File: src/rtl/core/mme_pkg.sv
// Shared types, constants and helpers for the matrix multiply engine.
// Used by mme_controller, mme_datapath and matrix_multiply_engine; depends on nothing.
`default_nettype none

package mme_pkg;

    // default sizing, handed down as parameters from the top level
    localparam int MAX_DIM_DEF    = 8;
    localparam int DATA_WIDTH_DEF = 16;

    // fixed field widths
    localparam int OPCODE_W    = 2;
    localparam int POS_W       = 3;
    localparam int DIM_W       = 4;
    localparam int RESULT_W    = 35;
    localparam int CFG_INDEX_W = 2;

    localparam logic [DIM_W-1:0] CFG_DIM_RESET = DIM_W'(8);

    typedef enum logic [OPCODE_W-1:0] {
        OP_LOAD_LEFT  = 2'd0,
        OP_LOAD_RIGHT = 2'd1,
        OP_COMPUTE    = 2'd2,
        OP_NOP        = 2'd3
    } mme_opcode_t;

    typedef enum logic [CFG_INDEX_W-1:0] {
        CFG_LEFT_ROWS  = 2'd0,
        CFG_INNER_SIZE = 2'd1,
        CFG_RIGHT_COLS = 2'd2,
        CFG_UNUSED     = 2'd3
    } mme_cfg_index_t;

    // controller to datapath
    typedef struct packed {
        logic             wr_left;
        logic             wr_right;
        logic             rd_valid;
        logic             rd_first;
        logic             rd_last;
        logic [DIM_W-1:0] rd_row;
        logic [DIM_W-1:0] rd_inner;
        logic [DIM_W-1:0] rd_col;
        logic             emit;
        logic             emit_last;
    } mme_cmd_t;

    // datapath to controller
    typedef struct packed {
        logic sum_valid;
        logic out_free;
    } mme_status_t;

    // zero counts as one, anything above the cap is held at the cap
    function automatic logic [DIM_W-1:0] clamp_dim(input logic [DIM_W-1:0] v,
                                                   input logic [DIM_W-1:0] cap);
        logic [DIM_W-1:0] r;
        if (v == '0) begin
            r = DIM_W'(1);
        end else if (v > cap) begin
            r = cap;
        end else begin
            r = v;
        end
        return r;
    endfunction

endpackage

`default_nettype wire

File: src/rtl/core/matrix_multiply_engine.sv
// Top level of the matrix multiply engine: joins controller and datapath.
// Depends on mme_pkg, mme_controller and mme_datapath.
//
// Left and right elements (signed Q8.8) are loaded one per transfer at row and
// column into two element stores; loads are taken one per cycle. A compute
// transfer then returns left_rows x right_cols results in row-major order, each
// the exact signed Q19.16 dot product over inner_size terms, the final one
// flagged by m_last_result. Each result is built from inner_size store reads on
// one read port per store, then the registered multiply and accumulate stages;
// a stalled result register holds the walk. No input is taken while a compute
// walk runs. Register values of zero count as one and values above MAX_DIM as
// MAX_DIM. Store entries never written read as anything. Configuration must be
// written only while the block is idle; the block itself does not enforce it.
`default_nettype none

module matrix_multiply_engine #(
    parameter int MAX_DIM    = mme_pkg::MAX_DIM_DEF,
    parameter int DATA_WIDTH = mme_pkg::DATA_WIDTH_DEF
) (
    input  wire                                  aclk,
    input  wire                                  aresetn,
    input  wire                                  s_valid,
    output logic                                 s_ready,
    input  wire  [mme_pkg::OPCODE_W-1:0]         s_opcode,
    input  wire  [mme_pkg::POS_W-1:0]            s_row_index,
    input  wire  [mme_pkg::POS_W-1:0]            s_col_index,
    input  wire  signed [DATA_WIDTH-1:0]         s_element_value,
    output logic                                 m_valid,
    input  wire                                  m_ready,
    output logic signed [mme_pkg::RESULT_W-1:0]  m_product_value,
    output logic [mme_pkg::POS_W-1:0]            m_out_row,
    output logic [mme_pkg::POS_W-1:0]            m_out_col,
    output logic                                 m_last_result,
    input  wire                                  cfg_valid,
    output logic                                 cfg_ready,
    input  wire  [mme_pkg::CFG_INDEX_W-1:0]      cfg_index,
    input  wire  [mme_pkg::DIM_W-1:0]            cfg_data
);

    mme_pkg::mme_cmd_t    cmd;
    mme_pkg::mme_status_t status;

    mme_controller #(
        .MAX_DIM (MAX_DIM)
    ) u_controller (
        .aclk        (aclk),
        .aresetn     (aresetn),
        .s_valid     (s_valid),
        .s_ready     (s_ready),
        .s_opcode    (s_opcode),
        .s_row_index (s_row_index),
        .s_col_index (s_col_index),
        .cfg_valid   (cfg_valid),
        .cfg_ready   (cfg_ready),
        .cfg_index   (cfg_index),
        .cfg_data    (cfg_data),
        .status      (status),
        .cmd         (cmd)
    );

    mme_datapath #(
        .MAX_DIM    (MAX_DIM),
        .DATA_WIDTH (DATA_WIDTH)
    ) u_datapath (
        .aclk            (aclk),
        .aresetn         (aresetn),
        .cmd             (cmd),
        .s_row_index     (s_row_index),
        .s_col_index     (s_col_index),
        .s_element_value (s_element_value),
        .m_valid         (m_valid),
        .m_ready         (m_ready),
        .m_product_value (m_product_value),
        .m_out_row       (m_out_row),
        .m_out_col       (m_out_col),
        .m_last_result   (m_last_result),
        .status          (status)
    );

endmodule

`default_nettype wire

File: src/rtl/core/mme_controller.sv
// Sequencer for the matrix multiply engine: configuration registers, input
// handshake and the row/column/inner walk. Depends on mme_pkg.
`default_nettype none

module mme_controller #(
    parameter int MAX_DIM = mme_pkg::MAX_DIM_DEF
) (
    input  wire                                 aclk,
    input  wire                                 aresetn,
    input  wire                                 s_valid,
    output logic                                s_ready,
    input  wire  [mme_pkg::OPCODE_W-1:0]        s_opcode,
    input  wire  [mme_pkg::POS_W-1:0]           s_row_index,
    input  wire  [mme_pkg::POS_W-1:0]           s_col_index,
    input  wire                                 cfg_valid,
    output logic                                cfg_ready,
    input  wire  [mme_pkg::CFG_INDEX_W-1:0]     cfg_index,
    input  wire  [mme_pkg::DIM_W-1:0]           cfg_data,
    input  mme_pkg::mme_status_t                status,
    output mme_pkg::mme_cmd_t                   cmd
);

    localparam int DIM_W   = mme_pkg::DIM_W;
    localparam int DIM_CAP = (MAX_DIM < 15) ? MAX_DIM : 15;
    localparam logic [DIM_W-1:0] CAP = DIM_W'(DIM_CAP);
    localparam logic [DIM_W-1:0] ONE = DIM_W'(1);

    typedef enum logic [1:0] {
        ST_IDLE,
        ST_RUN,
        ST_WAIT
    } state_t;

    state_t           state_reg, state_next;
    logic [DIM_W-1:0] row_reg, row_next;
    logic [DIM_W-1:0] col_reg, col_next;
    logic [DIM_W-1:0] inner_reg, inner_next;
    logic [DIM_W-1:0] nr_reg, nr_next;
    logic [DIM_W-1:0] nk_reg, nk_next;
    logic [DIM_W-1:0] nc_reg, nc_next;
    logic [DIM_W-1:0] left_rows_reg, inner_size_reg, right_cols_reg;

    logic in_accept;
    logic in_range;
    logic at_last_inner;
    logic at_last_col;
    logic at_last_elem;

    assign cfg_ready = 1'b1;
    assign s_ready   = (state_reg == ST_IDLE);
    assign in_accept = s_valid && s_ready;
    assign in_range  = (32'(s_row_index) < MAX_DIM) && (32'(s_col_index) < MAX_DIM);

    assign at_last_inner = (inner_reg == nk_reg - ONE);
    assign at_last_col   = (col_reg == nc_reg - ONE);
    assign at_last_elem  = (row_reg == nr_reg - ONE) && at_last_col;

    always_ff @(posedge aclk) begin
        if (!aresetn) begin
            left_rows_reg  <= mme_pkg::CFG_DIM_RESET;
            inner_size_reg <= mme_pkg::CFG_DIM_RESET;
            right_cols_reg <= mme_pkg::CFG_DIM_RESET;
        end else if (cfg_valid) begin
            case (cfg_index)
                mme_pkg::CFG_LEFT_ROWS:  left_rows_reg  <= cfg_data;
                mme_pkg::CFG_INNER_SIZE: inner_size_reg <= cfg_data;
                mme_pkg::CFG_RIGHT_COLS: right_cols_reg <= cfg_data;
                default: ;
            endcase
        end
    end

    always_comb begin
        cmd           = '0;
        cmd.wr_left   = in_accept && (s_opcode == mme_pkg::OP_LOAD_LEFT) && in_range;
        cmd.wr_right  = in_accept && (s_opcode == mme_pkg::OP_LOAD_RIGHT) && in_range;
        cmd.rd_valid  = (state_reg == ST_RUN);
        cmd.rd_first  = (inner_reg == '0);
        cmd.rd_last   = at_last_inner;
        cmd.rd_row    = row_reg;
        cmd.rd_inner  = inner_reg;
        cmd.rd_col    = col_reg;
        cmd.emit      = (state_reg == ST_WAIT) && status.sum_valid && status.out_free;
        cmd.emit_last = at_last_elem;
    end

    always_comb begin
        state_next = state_reg;
        row_next   = row_reg;
        col_next   = col_reg;
        inner_next = inner_reg;
        nr_next    = nr_reg;
        nk_next    = nk_reg;
        nc_next    = nc_reg;
        case (state_reg)
            ST_IDLE: begin
                if (in_accept && (s_opcode == mme_pkg::OP_COMPUTE)) begin
                    nr_next    = mme_pkg::clamp_dim(left_rows_reg, CAP);
                    nk_next    = mme_pkg::clamp_dim(inner_size_reg, CAP);
                    nc_next    = mme_pkg::clamp_dim(right_cols_reg, CAP);
                    row_next   = '0;
                    col_next   = '0;
                    inner_next = '0;
                    state_next = ST_RUN;
                end
            end
            ST_RUN: begin
                if (at_last_inner) begin
                    inner_next = '0;
                    state_next = ST_WAIT;
                end else begin
                    inner_next = inner_reg + ONE;
                end
            end
            ST_WAIT: begin
                if (cmd.emit) begin
                    if (at_last_elem) begin
                        state_next = ST_IDLE;
                    end else begin
                        state_next = ST_RUN;
                        if (at_last_col) begin
                            col_next = '0;
                            row_next = row_reg + ONE;
                        end else begin
                            col_next = col_reg + ONE;
                        end
                    end
                end
            end
            default: state_next = ST_IDLE;
        endcase
    end

    always_ff @(posedge aclk) begin
        if (!aresetn) begin
            state_reg <= ST_IDLE;
            row_reg   <= '0;
            col_reg   <= '0;
            inner_reg <= '0;
            nr_reg    <= ONE;
            nk_reg    <= ONE;
            nc_reg    <= ONE;
        end else begin
            state_reg <= state_next;
            row_reg   <= row_next;
            col_reg   <= col_next;
            inner_reg <= inner_next;
            nr_reg    <= nr_next;
            nk_reg    <= nk_next;
            nc_reg    <= nc_next;
        end
    end

endmodule

`default_nettype wire

File: src/rtl/core/mme_datapath.sv
// Datapath of the matrix multiply engine: element stores, multiply-accumulate
// pipeline and result register. Depends on mme_pkg.
`default_nettype none

module mme_datapath #(
    parameter int MAX_DIM    = mme_pkg::MAX_DIM_DEF,
    parameter int DATA_WIDTH = mme_pkg::DATA_WIDTH_DEF
) (
    input  wire                                  aclk,
    input  wire                                  aresetn,
    input  mme_pkg::mme_cmd_t                    cmd,
    input  wire  [mme_pkg::POS_W-1:0]            s_row_index,
    input  wire  [mme_pkg::POS_W-1:0]            s_col_index,
    input  wire  signed [DATA_WIDTH-1:0]         s_element_value,
    output logic                                 m_valid,
    input  wire                                  m_ready,
    output logic signed [mme_pkg::RESULT_W-1:0]  m_product_value,
    output logic [mme_pkg::POS_W-1:0]            m_out_row,
    output logic [mme_pkg::POS_W-1:0]            m_out_col,
    output logic                                 m_last_result,
    output mme_pkg::mme_status_t                 status
);

    localparam int DEPTH    = MAX_DIM * MAX_DIM;
    localparam int ADDR_W   = (DEPTH > 1) ? $clog2(DEPTH) : 1;
    localparam int PROD_W   = 2 * DATA_WIDTH;
    localparam int ACC_W    = PROD_W + mme_pkg::DIM_W;
    localparam int RESULT_W = mme_pkg::RESULT_W;

    logic signed [DATA_WIDTH-1:0] left_mem  [DEPTH];
    logic signed [DATA_WIDTH-1:0] right_mem [DEPTH];

    logic [ADDR_W-1:0] wr_addr;
    logic [ADDR_W-1:0] left_rd_addr;
    logic [ADDR_W-1:0] right_rd_addr;

    logic signed [DATA_WIDTH-1:0] left_q_reg, right_q_reg;
    logic                         p1_valid_reg, p1_first_reg, p1_last_reg;
    logic signed [PROD_W-1:0]     prod_reg;
    logic                         p2_valid_reg, p2_first_reg, p2_last_reg;
    logic signed [ACC_W-1:0]      acc_reg, acc_next;
    logic                         sum_valid_reg;
    logic signed [RESULT_W-1:0]   sum_ext;

    logic                         out_valid_reg;
    logic signed [RESULT_W-1:0]   out_value_reg;
    logic [mme_pkg::POS_W-1:0]    out_row_reg, out_col_reg;
    logic                         out_last_reg;

    assign wr_addr       = ADDR_W'(32'(s_row_index) * MAX_DIM + 32'(s_col_index));
    assign left_rd_addr  = ADDR_W'(32'(cmd.rd_row) * MAX_DIM + 32'(cmd.rd_inner));
    assign right_rd_addr = ADDR_W'(32'(cmd.rd_inner) * MAX_DIM + 32'(cmd.rd_col));

    always_ff @(posedge aclk) begin
        if (cmd.wr_left) begin
            left_mem[wr_addr] <= s_element_value;
        end
        if (cmd.rd_valid) begin
            left_q_reg <= left_mem[left_rd_addr];
        end
    end

    always_ff @(posedge aclk) begin
        if (cmd.wr_right) begin
            right_mem[wr_addr] <= s_element_value;
        end
        if (cmd.rd_valid) begin
            right_q_reg <= right_mem[right_rd_addr];
        end
    end

    // first term of a dot product restarts the sum
    always_comb begin
        if (p2_first_reg) begin
            acc_next = ACC_W'(prod_reg);
        end else begin
            acc_next = acc_reg + ACC_W'(prod_reg);
        end
    end

    always_ff @(posedge aclk) begin
        p1_first_reg <= cmd.rd_first;
        p1_last_reg  <= cmd.rd_last;
        if (p1_valid_reg) begin
            prod_reg     <= left_q_reg * right_q_reg;
            p2_first_reg <= p1_first_reg;
            p2_last_reg  <= p1_last_reg;
        end
        if (p2_valid_reg) begin
            acc_reg <= acc_next;
        end
    end

    always_ff @(posedge aclk) begin
        if (!aresetn) begin
            p1_valid_reg  <= 1'b0;
            p2_valid_reg  <= 1'b0;
            sum_valid_reg <= 1'b0;
        end else begin
            p1_valid_reg <= cmd.rd_valid;
            p2_valid_reg <= p1_valid_reg;
            if (p2_valid_reg && p2_last_reg) begin
                sum_valid_reg <= 1'b1;
            end else if (cmd.emit) begin
                sum_valid_reg <= 1'b0;
            end
        end
    end

    generate
        if (ACC_W >= RESULT_W) begin : g_trunc
            assign sum_ext = acc_reg[RESULT_W-1:0];
        end else begin : g_sext
            assign sum_ext = {{(RESULT_W - ACC_W){acc_reg[ACC_W-1]}}, acc_reg};
        end
    endgenerate

    always_ff @(posedge aclk) begin
        if (!aresetn) begin
            out_valid_reg <= 1'b0;
        end else if (cmd.emit) begin
            out_valid_reg <= 1'b1;
        end else if (m_ready) begin
            out_valid_reg <= 1'b0;
        end
    end

    always_ff @(posedge aclk) begin
        if (cmd.emit) begin
            out_value_reg <= sum_ext;
            out_row_reg   <= cmd.rd_row[mme_pkg::POS_W-1:0];
            out_col_reg   <= cmd.rd_col[mme_pkg::POS_W-1:0];
            out_last_reg  <= cmd.emit_last;
        end
    end

    assign status.sum_valid = sum_valid_reg;
    assign status.out_free  = !out_valid_reg || m_ready;

    assign m_valid         = out_valid_reg;
    assign m_product_value = out_value_reg;
    assign m_out_row       = out_row_reg;
    assign m_out_col       = out_col_reg;
    assign m_last_result   = out_last_reg;

endmodule

`default_nettype wire

File: config.mk
export PLATFORM = sky130hd
export DESIGN_NAME = matrix_multiply_engine
export DESIGN_NICKNAME = d
export VERILOG_FILES = /design/src/rtl/core/mme_pkg.sv /design/src/rtl/core/matrix_multiply_engine.sv /design/src/rtl/core/mme_controller.sv /design/src/rtl/core/mme_datapath.sv
export SDC_FILE = /design/constraint.sdc
export NUM_CORES = 2
export LEC_CHECK = 0
export ABC_AREA = 1
export BUFFER_PORTS_ARGS = -buffer_cell sky130_fd_sc_hd__buf_2
export CORE_ASPECT_RATIO = 0.8
export CORE_MARGIN = 2
export CORE_UTILIZATION = 50
export DETAILED_ROUTE_END_ITERATION = 10
export PLACE_DENSITY = 0.75
export SYNTH_ARGS = -nofsm -noshare
export SYNTH_HDL_FRONTEND = slang
export SYNTH_SLANG_ARGS = --single-unit
File: constraint.sdc
create_clock -name aclk -period 10.15 [get_ports aclk]
set_input_delay 1.5225 -clock aclk [delete_from_list [all_inputs] [get_ports aclk]]
set_output_delay 1.5225 -clock aclk [all_outputs]
set_load 0.05 [all_outputs]
### After elaboration in Yosys (flattened, before gate mapping)

Memories as Yosys holds them, arrays and structs flattened. A register that Yosys moved wholly into a read port is not among the register bits.
Cells that the tools add are included.

| storage, ports and cells | value |
|---|---|
| memories | 2 |
| output and inout bits | 45 |
| bits in writable memories | 2048 |
| bits of input ports | 35 |
| logic and storage cells | 114 |
| bits in registers | 156 |

| cells by class | value |
|---|---|
| reductions and logical operators | 29 |
| multiplexer cells | 31 |
| add/subtract/negate cells | 10 |
| multiply operators | 1 |
| magnitude comparators | 3 |
| eq/ne operators | 14 |

Memory list:

| name | depth | bits a word | read ports | clocked after Yosys merged registers in | wr ports | line | RTL |
|---|---|---|---|---|---|---|---|
| u_datapath.left_mem | 64 | 16 | 1 | 1 | 1 | mme_datapath.sv:30 | `logic signed [DATA_WIDTH-1:0] left_mem [DEPTH];` |
| u_datapath.right_mem | 64 | 16 | 1 | 1 | 1 | mme_datapath.sv:31 | `logic signed [DATA_WIDTH-1:0] right_mem [DEPTH];` |

Operators by type and width:

| operator | count |
|---|---|
| 2-to-1 mux 4 bit | 14 |
| adder 36 x 32 -> 36 bit | 1 |
| 2-to-1 mux 36 bit | 1 |
| multiplier 16 x 16 -> 32 bit | 1 |
| one-hot mux 4 bit (2 select lines) | 3 |
| zero test 4 bit | 4 |
| adder 4 x 1 -> 4 bit, second input constant | 3 |
| adder 6 x 4 -> 6 bit | 2 |
| equality test 4 bit | 3 |
| greater-than comparator 4 bit, second input constant | 3 |
| subtractor 4 x 1 -> 4 bit, second input constant | 3 |
| AND reduction 2 bit | 5 |
| 2-to-1 mux 1 bit | 9 |
| logical AND 1 bit | 8 |
| != test 2 bit, second input constant | 4 |
| nonzero test 2 bit | 4 |
| adder 6 x 3 -> 6 bit | 1 |
| equality test 2 x 1 -> 1 bit, second input constant | 3 |
| equality test 2 bit, second input constant | 3 |
| zero test 2 bit | 3 |
| 2-to-1 mux 2 bit | 3 |
| one-hot mux 2 bit (3 select lines) | 1 |
| AND reduction 5 bit | 1 |
| AND reduction 4 bit | 1 |
| 4 further kinds | 4 |

### Logic depth before layout (Yosys ltp)

| logic depth | value |
|---|---|
| word-level depth | 6 |
| mapped depth | 25 |
| mapped depth without buffers | 23 |

### Cells and area by module

Synthesis repeated with hierarchy kept, for this count alone.

| second synthesis, totals | value |
|---|---|
| cells, all modules | 8887 |
| area, all modules | 101524.9 µm² |

Modules (own cells, without submodules):

| module | cells each | sequential area each (µm²) | area each (µm²) | instances |
|---|---|---|---|---|
| mme_datapath | 8590 | 65913.2 | 99399.1 | 1 |
| mme_controller | 297 | 760.7 | 2125.8 | 1 |

### Least setup slack after synthesis

No wires, ideal clock.

| timing | value |
|---|---|
| path kind | reg2reg |
| start | reg u_datapath.left_q_reg[15], read port of u_datapath.left_mem |
| end | reg u_datapath.prod_reg[31], data pin |
| setup time | 253 ps |
| path buffers | 1 |
| period minus slack after synthesis | 5601 ps |
| stages on the path, launching flop included | 20 |
| arrival | 5347 ps |
| data required time | 9897 ps |
| setup slack | 4549 ps |
| path through | edfxtp_1 > clkbuf_1 > nand2_1 > inv_1 > fa_1 > fa_1 > fa_1 > inv_1 > fa_1 > fa_1 > fa_1 > inv_1 > ha_1 > nand2_1 > nor2_1 > nand2_1 > or2_2 > nand3_1 > nand3b_1 > nand2_1 |

| on the way | value |
|---|---|
| word-level cells in the longest chain between the ends | 1 |

RTL lines:

| item | line | RTL |
|---|---|---|
| start, declared | mme_datapath.sv:37 | `logic signed [DATA_WIDTH-1:0] left_q_reg, right_q_reg;` |
| multiplier 16 x 16 -> 32 bit | mme_datapath.sv:85 | `prod_reg <= left_q_reg * right_q_reg;` |
| end signal, assigned | mme_datapath.sv:85 |  |
| end, declared | mme_datapath.sv:39 | `logic signed [PROD_W-1:0] prod_reg;` |

Every way passes these cells.
A chain may end at the register's enable or synchronous reset.

### Worst setup path in the final report

| timing | value |
|---|---|
| start | reg u_datapath.right_q_reg[5], read port of u_datapath.right_mem |
| end | reg u_datapath.prod_reg[31], data pin |

| on the way | value |
|---|---|
| word-level cells in the longest chain between the ends | 1 |

RTL lines:

| item | line |
|---|---|
| start, declared | mme_datapath.sv:37 |
| multiplier 16 x 16 -> 32 bit | mme_datapath.sv:85 |

Every way passes these cells.

==> impl_metrics.yaml <==
cts:
  root_buffer: "clkbuf_16"
  max-clock-path-buffers: 3
  cts.sinks: 2235
  htree_levels: 4
  post_cts_resized: 0
  cts_setup_buffers: 0
  tritoncts: "built"
  clk_pin_slew_ns: 0.06
  clock_latency_ns: 0.87
  cts-buffers-inserted: 204
  holdBufCountCts: 0
critical_path:
  worst-path-max-fanout: 16
  required_ns: 10.71
  rr_startpoint: "u_datapath.right_q_reg[5]$_DFFE_PP_"
  r2r_end: "u_datapath.prod_reg[31]$_DFFE_PP_"
  path_class: "reg -> reg"
  cp_data_arrival_time_ns: 6.87
  r2r_setup_slack_ns: 3.84
  startpoint_type: "register"
  r2r.worst_path.cells: 16
  crit_path_end_kind: "register"
route:
  vias_per_cell: 5.92
  ant_nets: 0
  dr.first_iter.drc_count: 9631
  drc: 0
  wl_per_cell_um: 23.9
  wirelength_mm: 279
  num_vias: 68900
  dr.pass1.iters: 6
final_layout:
  fillers: 16200
  layout-drive-gt1-share: 0.0684
  layout.cells.non_filler: 11600
  final_area_um2: 111000
  area_growth_pct: 9.66
  reg.largest.list: "u_datapath.left_mem (1024), u_datapath.right_mem (1024)"
  final_nets: 9222
placement:
  globalplace.congestion: 0.906
  post_dp_cell_area_um2: 104000
  pre_cts_slack_ns: 3.88
  dp_hpwl_mm: 166
  port_buffers: 78
  dp.cells: 11300
pwr:
  ir_worst_vdd_mv: 0.237
  switching_power_w: 0.00660
  p_seq_frac: 0.457
  swShare: 0.289
  combPwrFrac: 0.205
  p_int_w: 0.0162
  power_density_nw_per_um2: 205
  clkPwrFrac: 0.338
  p_leak_nw: 41.2
grt:
  grt_max_degree: 241
  grt_pass1_wl_mm: 415
  grt.overflow.total: 0
  antenna_found_initial: 21
  grt_usage: 0.267
  grt_pass1_vias: 66100
timing:
  fin_crit_sh: 0.622
  fin_skew_ns: 0.103
  tightest_slew_ns: 1.28
  tns_ns: 0
  max_slew_margin: 0.142
  rsz0062_at_grt: "no"
  worst_slack_ns: 3.84
  hold_viol_final: 0
  max_freq_mhz: 158
  setup-violations-final: 0
  fin_crit_ns: 6.31
  hold_slack_ns: 0.410
  slew_viol_final: 0
yosys:
  synth_area_um2: 101000
  netlist_instances: 8819
  yosysTopAreaCellShare: 0.649
  syn-num-nets: 9244
  yosys-top-cells-count: "edfxtp_1, nand2_1, nor2_1"
  yosysSeqAreaShare: 0.658
  yosysMostFrequentCell: "edfxtp_1"
  synthFlopType: "edfxtp_1"
  netlist_top_cells_area: "edfxtp_1, nand2_1, fa_1, nor2_1, o21ai_0"
  synth_area_leader_cell: "edfxtp_1"
  synth_warnings: 0
  yosysUniqueCellTypes: 44
  synth_edf_count: 2191
  avgSynthCellArea_um2: 11.5
  async_reset_ff_frac: 0
  ys_ff_latch: 2235
floorplan:
  die_x_um: 507
  rows: 147
  die_y_um: 407
  io_pins: 80
  coreArea_um2: 201000
  start_util: 0.504
  dieArea_um2: 206000
status:
  status: "complete, no violations"
worst_hold_path:
  hold_end: "u_datapath.p2_last_reg$_DFFE_PP_"
  hold_path_depth: 0
  holdCritStartpoint: "u_datapath.p1_last_reg$_DFF_P_"
  hold_class: "reg -> reg"
run:
  max_cap_viol_count: 0
-- cells by family (layout without fill, tap and decap cells) --
family                     Yosys count  in the layout  synth area share
AOI/OAI and AO/OA                 1609           1609            0.0856
xor gates and xnor gates            57             57           0.00493
adders and majority gates          390            390            0.0676
buffers and inverters             1081           1223            0.0445
DFF                               2235           2235             0.658
muxes                              112            112            0.0111
other                                1              7         0.0000370
and+or+nand+nor                   3334           3334             0.128
-- cell usage in the layout (no fill, tap or decap), types with 25 or more instances in the layout --
| cell type | count |
|---|---|
| clkinv_1 | 41 |
| edfxtp_1 | 2191 |
| nor3_1 | 33 |
| o21ai_0 | 855 |
| inv_1 | 573 |
| nand3_1 | 236 |
| nor2_1 | 1169 |
| clkbuf_1 | 39 |
| o22ai_1 | 385 |
| dfxtp_1 | 38 |
| mux2i_1 | 112 |
| xor2_1 | 31 |
| a21oi_1 | 230 |
| buf_2 | 62 |
| o21ai_1 | 86 |
| clkbuf_16 | 208 |
| fa_1 | 263 |
| nand2_1 | 1832 |
| xnor2_1 | 25 |
| buf_4 | 204 |
| ha_1 | 125 |
| clkinv_2 | 37 |
-- final cells by class --
cell class / count / area [um2] / area share
Antenna cell: 6 / 15.0 / 0.000135
Clock buffer: 248 / 5370 / 0.0483
Clock inverter: 122 / 1310 / 0.0118
Inverter: 581 / 2210 / 0.0199
Multi-Input combinational cell: 5503 / 30200 / 0.272
Sequential cell: 2235 / 66700 / 0.600
Tap cell: 2682 / 3360 / 0.0302
Timing Repair Buffer: 272 / 1960 / 0.0177
-- critical path, cell delays in order (launching register included) --
cell      delay [ns]
edfxtp_1        0.87
nand2_1         0.22
fa_1            0.61
inv_1           0.07
fa_1            0.85
fa_1            0.53
fa_1            0.58
fa_1            0.43
fa_1            0.44
ha_1            0.37
nand2_1         0.13
o21ai_0         0.31
a21oi_1         0.12
or2_2           0.29
nand3_1         0.09
nand3b_1        0.11
nand2_1         0.05
-- power groups by stage --
stage | logic [W] | registers, W | clock network [W]
floorplan | 0.00330 | 0.0106 | 0
global placement | 0.00464 | 0.0106 | 0
detailed placement | 0.00464 | 0.0106 | 0
CTS | 0.00467 | 0.0104 | 0.00776
global route | 0.00531 | 0.0104 | 0.00812
finish | 0.00468 | 0.0104 | 0.00771
-- through the flow --
step                       util  total power (W)
final                     0.553           0.0228
after global routing      0.553           0.0238
after CTS                 0.553           0.0228
after detailed placement  0.519           0.0153
after global placement    0.519           0.0153
after floorplan               -           0.0139
-- routing by layer --
metal / routed length, um / track usage
met5: 38 / 0
met4: 9140 / 0.0872
met3: 33300 / 0.0528
met2: 125000 / 0.406
met1: 112000 / 0.388
-- worst max-delay path by stage --
stage	from	to	slack (ns)
3_3_place_gp	u_datapath.right_q_reg[4]$_DFFE_PP_	u_datapath.prod_reg[28]$_DFFE_PP_	3.89
6_report	u_datapath.right_q_reg[5]$_DFFE_PP_	u_datapath.prod_reg[31]$_DFFE_PP_	3.84
5_1_grt	u_datapath.right_q_reg[5]$_DFFE_PP_	u_datapath.prod_reg[28]$_DFFE_PP_	3.44
2_1_floorplan	u_datapath.left_q_reg[15]$_DFFE_PP_	u_datapath.prod_reg[31]$_DFFE_PP_	4.55
4_1_cts	u_datapath.right_q_reg[5]$_DFFE_PP_	u_datapath.prod_reg[28]$_DFFE_PP_	3.87
3_5_place_dp	u_datapath.right_q_reg[4]$_DFFE_PP_	u_datapath.prod_reg[28]$_DFFE_PP_	3.88
No activity file was read; power rests on OpenSTA's default activity.
